[src/design/mbr_pkg.sv]
// ----------------------------------------------------------------------------
// mbr_pkg
// Types and constants shared by the MBR partition table parser modules.
// ----------------------------------------------------------------------------
package mbr_pkg;

  localparam int unsigned BYTE_W    = 8;
  localparam int unsigned POS_W     = 9;
  localparam int unsigned IDX_W     = 5;
  localparam int unsigned SLOT_W    = 2;
  localparam int unsigned NUM_SLOTS = 4;
  localparam int unsigned WORD_W    = 32;
  localparam int unsigned OUT_DATA_W = 80;

  localparam logic [POS_W-1:0]  TABLE_BASE = 9'd446;
  localparam logic [POS_W-1:0]  SIG_LO_POS = 9'd510;
  localparam logic [POS_W-1:0]  SIG_HI_POS = 9'd511;
  localparam logic [BYTE_W-1:0] SIG_LO     = 8'h55;
  localparam logic [BYTE_W-1:0] SIG_HI     = 8'hAA;
  localparam logic [BYTE_W-1:0] TYPE_PROTECTIVE = 8'hEE;

  localparam logic [3:0] ENTRY_TYPE_OFS = 4'd4;

  typedef enum logic [1:0] {
    KIND_RECORD     = 2'd0,
    KIND_PROTECTIVE = 2'd1,
    KIND_BAD_SIG    = 2'd2,
    KIND_EMPTY      = 2'd3
  } result_kind_t;

  typedef struct packed {
    logic              byte_fire;
    logic              load_status;
    result_kind_t      status_kind;
    logic              load_record;
    logic [SLOT_W-1:0] slot;
  } ctrl_cmd_t;

  typedef struct packed {
    logic last_byte;
    logic sig_good;
    logic protective;
    logic any_record;
    logic out_free;
    logic rec_emit;
    logic rec_last;
  } dp_status_t;

endpackage

[src/design/mbr_ctrl.sv]
// ----------------------------------------------------------------------------
// mbr_ctrl
// Controller: byte intake handshake, end-of-sector decision and slot scan.
// ----------------------------------------------------------------------------
module mbr_ctrl (
  input  logic               clk,
  input  logic               rst,
  input  logic               in_valid,
  output logic               in_ready,
  input  mbr_pkg::dp_status_t status,
  output mbr_pkg::ctrl_cmd_t  cmd
);
  import mbr_pkg::*;

  typedef enum logic {
    ST_BYTES,
    ST_SCAN
  } state_t;

  state_t            state;
  logic [SLOT_W-1:0] slot;
  logic              final_fire;
  logic              scan_step;
  logic              scan_done;

  always_comb begin
    in_ready = (state == ST_BYTES) && (!status.last_byte || status.out_free);
    cmd.byte_fire = in_valid && in_ready;
    final_fire = cmd.byte_fire && status.last_byte;
    cmd.load_status = final_fire &&
                      (!status.sig_good || status.protective || !status.any_record);
    priority if (!status.sig_good) begin
      cmd.status_kind = KIND_BAD_SIG;
    end else if (status.protective) begin
      cmd.status_kind = KIND_PROTECTIVE;
    end else begin
      cmd.status_kind = KIND_EMPTY;
    end
    scan_step = (state == ST_SCAN) && status.out_free;
    cmd.load_record = scan_step && status.rec_emit;
    scan_done = (slot == SLOT_W'(NUM_SLOTS - 1)) || (status.rec_emit && status.rec_last);
    cmd.slot = slot;
  end

  always_ff @(posedge clk) begin
    if (rst) begin
      state <= ST_BYTES;
      slot  <= '0;
    end else begin
      unique case (state)
        ST_BYTES: begin
          if (final_fire && !cmd.load_status) begin
            state <= ST_SCAN;
            slot  <= '0;
          end
        end
        ST_SCAN: begin
          if (scan_step) begin
            if (scan_done) begin
              state <= ST_BYTES;
            end else begin
              slot <= slot + 1'b1;
            end
          end
        end
        default: state <= ST_BYTES;
      endcase
    end
  end

endmodule

[src/design/mbr_dp.sv]
// ----------------------------------------------------------------------------
// mbr_dp
// Datapath: byte position, table entry fields, signature flags, record
// count and the output register.
// ----------------------------------------------------------------------------
module mbr_dp #(
  parameter int unsigned MAX_PARTITIONS = 32
) (
  input  logic                              clk,
  input  logic                              rst,
  input  logic [mbr_pkg::BYTE_W-1:0]        sector_byte,
  input  logic                              restart_scan,
  input  mbr_pkg::ctrl_cmd_t                cmd,
  output mbr_pkg::dp_status_t               status,
  output logic                              out_valid,
  input  logic                              out_ready,
  output logic [1:0]                        out_kind,
  output logic                              out_last,
  output logic [mbr_pkg::OUT_DATA_W-1:0]    out_data
);
  import mbr_pkg::*;

  localparam int unsigned CNT_W  = $clog2(MAX_PARTITIONS + 1);
  localparam int unsigned WIDE_W = CNT_W + IDX_W;
  localparam logic [CNT_W-1:0] CNT_MAX      = CNT_W'(MAX_PARTITIONS);
  localparam logic [CNT_W-1:0] CNT_MAX_LESS = CNT_W'(MAX_PARTITIONS - 1);

  logic [POS_W-1:0]  pos;
  logic [POS_W-1:0]  off;
  logic              in_table;
  logic              sig_ok;
  logic              prot_seen;
  logic [CNT_W-1:0]  count;
  logic [WIDE_W-1:0] count_wide;

  logic [BYTE_W-1:0] slot_type [NUM_SLOTS];
  logic [WORD_W-1:0] slot_lba  [NUM_SLOTS];
  logic [WORD_W-1:0] slot_cnt  [NUM_SLOTS];

  logic [NUM_SLOTS-1:0] qual;
  logic                 later_qual;
  logic                 below_cap;

  always_comb begin
    off = pos - TABLE_BASE;
    in_table = (pos >= TABLE_BASE) && (pos < SIG_LO_POS);
    for (int i = 0; i < NUM_SLOTS; i++) begin
      qual[i] = (slot_type[i] != '0) && (slot_cnt[i] != '0);
    end
    later_qual = 1'b0;
    for (int i = 0; i < NUM_SLOTS; i++) begin
      if (SLOT_W'(i) > cmd.slot && qual[i]) begin
        later_qual = 1'b1;
      end
    end
    below_cap = count < CNT_MAX;
    count_wide = {{IDX_W{1'b0}}, count};

    status.last_byte  = (pos == SIG_HI_POS);
    status.sig_good   = sig_ok && (sector_byte == SIG_HI);
    status.protective = prot_seen;
    status.any_record = (qual != '0) && below_cap;
    status.out_free   = !out_valid || out_ready;
    status.rec_emit   = qual[cmd.slot] && below_cap;
    status.rec_last   = (count >= CNT_MAX_LESS) || !later_qual;
  end

  // position, flags and count
  always_ff @(posedge clk) begin
    if (rst) begin
      pos       <= '0;
      sig_ok    <= 1'b0;
      prot_seen <= 1'b0;
      count     <= '0;
    end else begin
      if (cmd.byte_fire) begin
        pos <= pos + 1'b1;
        if (pos == '0) begin
          sig_ok    <= 1'b0;
          prot_seen <= 1'b0;
          if (restart_scan) begin
            count <= '0;
          end
        end
        if (in_table && off[3:0] == ENTRY_TYPE_OFS && sector_byte == TYPE_PROTECTIVE) begin
          prot_seen <= 1'b1;
        end
        if (pos == SIG_LO_POS) begin
          sig_ok <= (sector_byte == SIG_LO);
        end
      end
      if (cmd.load_record) begin
        count <= count + 1'b1;
      end
    end
  end

  always_ff @(posedge clk) begin
    if (cmd.byte_fire && in_table) begin
      if (off[3:0] == ENTRY_TYPE_OFS) begin
        slot_type[off[5:4]] <= sector_byte;
      end
      if (off[3:2] == 2'd2) begin
        slot_lba[off[5:4]][off[1:0]*BYTE_W +: BYTE_W] <= sector_byte;
      end
      if (off[3:2] == 2'd3) begin
        slot_cnt[off[5:4]][off[1:0]*BYTE_W +: BYTE_W] <= sector_byte;
      end
    end
  end

  // output register
  always_ff @(posedge clk) begin
    if (rst) begin
      out_valid <= 1'b0;
    end else if (cmd.load_status || cmd.load_record) begin
      out_valid <= 1'b1;
    end else if (out_ready) begin
      out_valid <= 1'b0;
    end
  end

  always_ff @(posedge clk) begin
    if (cmd.load_status) begin
      out_kind <= cmd.status_kind;
      out_last <= 1'b1;
      out_data <= '0;
    end else if (cmd.load_record) begin
      out_kind <= KIND_RECORD;
      out_last <= status.rec_last;
      out_data <= {1'b0, slot_cnt[cmd.slot], slot_lba[cmd.slot], slot_type[cmd.slot],
                   cmd.slot, count_wide[IDX_W-1:0]};
    end
  end

endmodule

[src/design/mbr_partition_table_parser.sv]
// ----------------------------------------------------------------------------
// mbr_partition_table_parser
// Parses sector zero of a disk, one byte per transaction, and reports the
// MBR partition records or a status result at the end of each sector.
// ----------------------------------------------------------------------------
// throughput: one byte per cycle outside the slot scan; after byte 511 the slot scan
//   steps through the table slots, waiting while a result is held, and accepts no byte
// output: a status result is registered as byte 511 is accepted, a record as its slot is scanned
// output register decouples sides; byte 511 waits only while a result is held
// reset: synchronous, clears position, flags, record count and output valid;
//   the stored table fields are not cleared
module mbr_partition_table_parser #(
  parameter int unsigned MAX_PARTITIONS = 32
) (
  input  logic        clk,
  input  logic        rst,
  input  logic        s_axis_tvalid,
  output logic        s_axis_tready,
  input  logic [7:0]  s_axis_tdata,  // sector_byte
  input  logic [0:0]  s_axis_tuser,  // restart_scan
  output logic        m_axis_tvalid,
  input  logic        m_axis_tready,
  output logic [79:0] m_axis_tdata,  // partition_index, table_slot, part_type,
                                     // first_lba, sector_total, zero pad
  output logic [1:0]  m_axis_tuser,  // result_kind
  output logic        m_axis_tlast   // last_of_run
);
  import mbr_pkg::*;

  ctrl_cmd_t  cmd;
  dp_status_t status;

  mbr_ctrl u_ctrl (
    .clk      (clk),
    .rst      (rst),
    .in_valid (s_axis_tvalid),
    .in_ready (s_axis_tready),
    .status   (status),
    .cmd      (cmd)
  );

  mbr_dp #(
    .MAX_PARTITIONS (MAX_PARTITIONS)
  ) u_dp (
    .clk          (clk),
    .rst          (rst),
    .sector_byte  (s_axis_tdata),
    .restart_scan (s_axis_tuser[0]),
    .cmd          (cmd),
    .status       (status),
    .out_valid    (m_axis_tvalid),
    .out_ready    (m_axis_tready),
    .out_kind     (m_axis_tuser),
    .out_last     (m_axis_tlast),
    .out_data     (m_axis_tdata)
  );

endmodule

[config.mk]
export PLATFORM = sky130hd
export DESIGN_NAME = mbr_partition_table_parser
export DESIGN_NICKNAME = d
export VERILOG_FILES = /design/src/design/mbr_pkg.sv /design/src/design/mbr_ctrl.sv /design/src/design/mbr_dp.sv /design/src/design/mbr_partition_table_parser.sv
export SDC_FILE = /design/constraint.sdc
export NUM_CORES = 1
export LEC_CHECK = 0
export BUFFER_PORTS_ARGS = -buffer_cell sky130_fd_sc_hd__buf_2
export CORE_MARGIN = 2
export CORE_UTILIZATION = 28
export DETAILED_ROUTE_END_ITERATION = 16
export PLACE_DENSITY = 0.53
export SKIP_CTS_REPAIR_TIMING = 1
export SLEW_MARGIN = 20
export SYNTH_ARGS = -nofsm -noshare
export SYNTH_HDL_FRONTEND = slang
export SYNTH_SLANG_ARGS = --single-unit
[constraint.sdc]
create_clock -name clk -period 3.3 [get_ports clk]
set_input_delay 0.165 -clock clk [delete_from_list [all_inputs] [get_ports clk]]
set_output_delay 0.165 -clock clk [all_outputs]
set_load 0.005 [all_outputs]
Word-level counts from Yosys, hierarchy flattened
Memories as Yosys holds them, arrays and structs flattened. A register that Yosys moved wholly into a read port is not among the register bits.
Index checks and enable logic that the tools add are counted.
- register bits after elaboration: 103
- word-level logic and storage cells: 135
- memory bits (writable): 288
- input port bits: 13
- memories: 3
- shifts and indexed selects: 2
- eq/ne operators: 12
- add/sub/neg operators: 5
- magnitude comparators: 9
- mux-type cells: 36
- bitwise operators: 1
- reductions and logical operators: 57
- memories (name ; words ; width ; rd ports ; clocked after memory_dff ; write ports ; RTL line ; text):
    u_dp.slot_cnt ; 4 ; 32 ; 5 ; 1 ; 1 ; mbr_dp.sv:38 ; logic [WORD_W-1:0] slot_cnt [NUM_SLOTS];
    u_dp.slot_lba ; 4 ; 32 ; 1 ; 1 ; 1 ; mbr_dp.sv:37 ; logic [WORD_W-1:0] slot_lba [NUM_SLOTS];
    u_dp.slot_type ; 4 ; 8 ; 5 ; 1 ; 1 ; mbr_dp.sv:36 ; logic [BYTE_W-1:0] slot_type [NUM_SLOTS];
- operator list (kind ; count):
    nonzero test 32 bit ; 4
    2-to-1 mux 32 bit ; 2
    negation 5 -> 34 bit ; 1
    variable shift 8 x 34 -> 32 bit (first input constant) ; 1
    variable part select 8 x 34 -> 32 bit ; 1
    nonzero test 8 bit ; 4
    2-to-1 mux 6 bit ; 4
    logical AND 1 bit ; 23
    2-to-1 mux 1 bit ; 20
    == test 9 bit (second input constant) ; 2
    == test 8 bit (second input constant) ; 2
    2-to-1 mux 2 bit ; 7
    nonzero test 2 bit ; 7
    adder 9 x 1 -> 9 bit (second input constant) ; 1
    greater-or-equal comparator 9 bit (second input constant) ; 1
    zero test 9 bit ; 1
    less-than comparator 9 bit (second input constant) ; 1
    == test 8 x 7 -> 1 bit (second input constant) ; 1
    logical OR 1 bit ; 7
    adder 6 x 1 -> 6 bit (second input constant) ; 1
    == test 2 bit (second input constant) ; 3
    greater-or-equal comparator 6 x 5 -> 1 bit (second input constant) ; 1
    zero test 1 bit ; 6
    less-than comparator 6 bit (second input constant) ; 1
    14 further kinds ; 20

Depth between registers and ports, before layout
An unclocked memory read counts as a cell.
- word-level depth: 15
- depth in mapped cells: 11
- gate-level depth less buffers: 10

Modules after synthesis
A second synthesis with hierarchy kept.
- cell total of the unflattened synthesis: 959
- area, all modules: 15394.8 um2
- modules (own cells, without submodules) (module ; area each (um2) ; cells an instance ; instances):
    mbr_dp ; 15177.1 ; 935 ; 1
    mbr_ctrl ; 217.7 ; 24 ; 1

Least setup slack after synthesis
Ideal clock, no wire load.
- path kind: reg2reg
- start point: reg u_dp.pos[5]
- end point: mem u_dp.slot_lba[1][24], enable pin
- required time: 2.930 ns
- arrival: 2.552 ns
- slack: 0.378 ns
- cell stages (with the launch flop): 12
- path buffers: 1
- cell sequence: dfxtp_1 -> clkbuf_1 -> and3_1 -> nand2_1 -> nor2_1 -> ha_1 -> a211oi_2 -> nand3_1 -> or4_1 -> nor2_2 -> nand2_1 -> nor2_1
- cells in the longest elaborated chain, start to end: 8
- elaborated cells on any way between the ends: 12
- those cells by class: add/sub (1); order compare (2); eq/ne (1); mux (2); reduce/logical (6)
- ends and longest elaborated chain (element ; RTL line ; text):
    from (decl) ; mbr_dp.sv:28 ; logic [POS_W-1:0] pos;
    from (signal assigned) ; mbr_dp.sv:77 ; pos <= pos + 1'b1;
    parallel branches: the longest is 8 deep, another holds greater-or-equal comparator 9 bit ; - ;
    to (decl) ; mbr_dp.sv:37 ;
Parallel ways; which one is timed is not known.

Final worst setup path
- start point: reg u_dp.pos[0]
- end point: mem u_dp.slot_lba[2][28], enable pin
- cells in the longest elaborated chain, start to end: 8
- elaborated cells on any way between the ends: 16
- those cells by class: add/sub (2); order compare (2); eq/ne (2); shift (1); mux (3); reduce/logical (6)
- ends and longest elaborated chain (element):
    parallel branches: the longest is 8 deep, another holds negation 5 -> 34 bit
Parallel ways; which one is timed is not known.

==> run_results.csv <==
group,metric,value,unit
status,status,"finished, final reports clean",
yosys,ys.flop_type,"edfxtp_1",
clock_network,cts_buffers,43,
power,power.share.switching,19.8,%
setup_path,required,3560,ps
yosys,synth_area_leader_cell,"edfxtp_1",
floorplan,rows,86,
clock_network,clk_pin_slew_worst_paths,60,ps
floorplan,start_util,28.2,%
yosys,synth_area_leaders,"edfxtp_1, dfxtp_1, mux4_2",
global_route,grt_usage,13.6,%
power,seqPwrFrac,50.3,%
placed_design,place_congestion,0.821,
final_layout,syn2layout_area_growth,21.1,%
yosys,synth_edf_count,290,
setup_path,setup.worst_path.start_class,"flop",
clock_network,root_buffer,"clkbuf_16",
clock_network,cts_sinks,391,
yosys,syn_inst,963,
yosys,syn_area,15500,um^2
yosys,synth_common_cells,"edfxtp_1, nor2_1, dfxtp_1",
drt,route.detailed.wl_per_inst,20.5,um
run,cap_violations,0,
min_path,hp-start,"s_axis_tdata[3]",
clock_network,cts_tree,"built",
clock_network,insertion_delay,570,ps
yosys,ys_types,64,
setup_path,worst-path-max-fanout,8,
drt,routed_wirelength,39200,um
global_route,grt_pass1_vias,8999,
yosys,synth_most_common_cell,"edfxtp_1",
drt,first_pass_iters,4,
yosys,ys_ff_latch,391,
timing,max_freq,0.332,GHz
timing,setup_viol,0,
global_route,grt_start_max_net_pins,35,
placed_design,dp_hpwl,27800,um
setup_path,reg2reg_from,"u_dp.pos[0]$_SDFFE_PP0P_",
yosys,synthArstFlopShare,0,%
yosys,avgSynthCellArea,16.1,um^2
power,power_density,560,nW/um^2
global_route,grt_overflow_total,0,
floorplan,io_pins,98,
setup_path,worst_ep_arrival_time,3260,ps
yosys,yosys_warnings,0,
timing,clock_skew,28.4,ps
timing,fin_crit_sh,91.1,%
floorplan,die_x,239,um
power,power.net_switching,0.00208,W
yosys,synth_fp_nets,987,
drt,vias,9051,
final_layout,fin_nets,1158,
timing,finalCriticalPeriod,3010,ps
drt,viasPerCell,4.73,
yosys,synth_top_area_share,56.1,%
drt,drc,0,
setup_path,ff2ff_setup_slack,290,ps
final_layout,antenna_cells,0,
power,peakVddDrop,0.345,mV
drt,postRouteAntennaNets,0,
floorplan,die_h,239,um
timing,tns,0,ps
min_path,holdCritPathClass,"primary input to flop",
setup_path,r2r-end,"u_dp.slot_lba[2][28]$_DFFE_PP_",
timing,rsz0062_at_grt,"no",
floorplan,core-area,55000,um^2
setup_path,crit_end,"u_dp.slot_lba[2][28]$_DFFE_PP_",
global_route,grt_pass1_wl,57900,um
power,power_frac_clock,47.9,%
yosys,synth_seq_area_share,69.1,%
final_layout,fin_util,34.2,%
floorplan,die_area,57400,um^2
timing,finalMaxSlewViolations,0,
final_layout,drive_gt1_share,27.2,%
global_route,antenna_found_initial,2,
setup_path,end_kind,"flop",
drt,first_iter_violations,777,
clock_network,cts_max_level,2,
power,p_comb_share,1.8,%
timing,tightest_slew,858,ps
setup_path,cp-startpoint,"u_dp.pos[0]$_SDFFE_PP0P_",
setup_path,criticalPathCategory,"flop to flop",
timing,relSlewSlack,42.8,%
setup_path,rr_worst_depth,12,
timing,hold_violations,0,
placed_design,port_buffers,96,
clock_network,cts.path.max_buffers,3,
power,p_leak,6.78,nW
power,p_int,0.00844,W
-- state kept, by name, summed over array words and instances (netlist names) --
signal	flops
u_dp.slot_cnt	128
u_dp.slot_lba	128
u_dp.out_data	79
u_dp.slot_type	32
u_dp.pos	9
u_dp.count	6
u_ctrl.slot	2
u_dp.out_kind	2
u_ctrl.state	1
u_dp.out_last	1
u_dp.out_valid	1
u_dp.prot_seen	1
u_dp.sig_ok	1
-- critical path, stage by stage (launching register included) --
cell	delay, ps
dfxtp_1	310
ha_1	250
nand3_1	130
nor2_1	60
ha_1	220
a211oi_2	230
nand3_1	150
or4_1	550
nor2_2	150
buf_4	140
nand2_1	130
nor2_1	150
buf_4	210
-- power by group through the flow --
| stage | clock network [W] | logic, W | registers [W] |
|---|---|---|---|
| 2_1_floorplan | 0 | 0.0000843 | 0.00539 |
| 3_5_place_dp | 0 | 0.000188 | 0.00539 |
| 5_1_grt | 0.00534 | 0.000208 | 0.00528 |
| 3_3_place_gp | 0 | 0.000186 | 0.00539 |
| 6_report | 0.00504 | 0.000189 | 0.00529 |
| 4_1_cts | 0.00517 | 0.000189 | 0.00529 |
-- per-layer routing --
layer	up-vias	wire (um)	GRT usage, %	share of wire (%)
li1	4088	-	-	-
met4	0	748	3.69	1.9
met2	277	18600	22.2	47
met1	4631	17700	18.6	45
met5	-	0	0	0
met3	55	2140	2.63	5.5
-- layout by cell type (no fill, tap or decap), types with 8 or more instances in the layout --
| master | Yosys | final |
|---|---|---|
| inv_1 | 8 | 8 |
| and2_1 | 33 | 33 |
| nand4_1 | 15 | 15 |
| mux4_2 | 72 | 72 |
| nand2_1 | 26 | 26 |
| clkinv_1 | 1 | 9 |
| mux2i_1 | 80 | 80 |
| a21oi_1 | 9 | 8 |
| nand3_1 | 16 | 16 |
| buf_4 | 2 | 65 |
| bufinv_16 | 0 | 8 |
| dfxtp_1 | 101 | 99 |
| ha_1 | 11 | 11 |
| nor2_1 | 133 | 133 |
| nor4_1 | 42 | 42 |
| clkbuf_16 | 0 | 44 |
| edfxtp_1 | 290 | 290 |
| buf_2 | 13 | 96 |
-- worst min path at each step --
| stage | end | depth (start not counted) |
|---|---|---|
| 2_1_floorplan | u_dp.slot_type[0][0]$_DFFE_PP_ | 0 |
| 3_3_place_gp | u_dp.out_last$_SDFFE_PP1P_ | 1 |
| 3_5_place_dp | u_dp.out_last$_SDFFE_PP1P_ | 1 |
| 4_1_cts | u_dp.slot_type[3][5]$_DFFE_PP_ | 1 |
| 5_1_grt | u_dp.slot_type[0][3]$_DFFE_PP_ | 1 |
| 6_report | u_dp.slot_type[3][3]$_DFFE_PP_ | 1 |
-- per-stage QoR --
stage | hold WS (ps) | cell area, um^2 | total power (W) | instances | setup slack (ps)
after floorplan | 264 | 15500 | 0.00548 | 963 | 378
after global placement | 455 | 17300 | 0.00558 | 1832 | 319
after detailed placement | 458 | 17300 | 0.00558 | 1832 | 343
after CTS | -44.0 | 18800 | 0.0106 | 1910 | 314
after global routing | 3.09 | 18800 | 0.0108 | 1915 | 69.7
final | 21.7 | 18800 | 0.0105 | 1915 | 292
-- layout make-up --
type	count	area (um^2)
repair buffers	170	1100
inverters	11	41.3
clock inverters	27	350
clock buffers	51	1150
flip-flops and latches	391	10700
multi-input cells	517	4490
well taps	748	936
fillers	5273	36200
-- logic make-up (layout without fill, tap and decap cells) --
group	Yosys count	after routing	share of synthesized area, %
AO/OA/AOI/OAI	49	49	2.42
buffers and inverters	55	259	2.11
AND/OR/NAND/NOR	295	295	9.35
XOR/XNOR	9	9	0.508
multiplexers	152	152	15.6
other	1	1	0.0242
flip-flops	391	391	69.1
adder cells (fa/ha/maj)	11	11	0.886
Power figures use the tool's default switching activity.
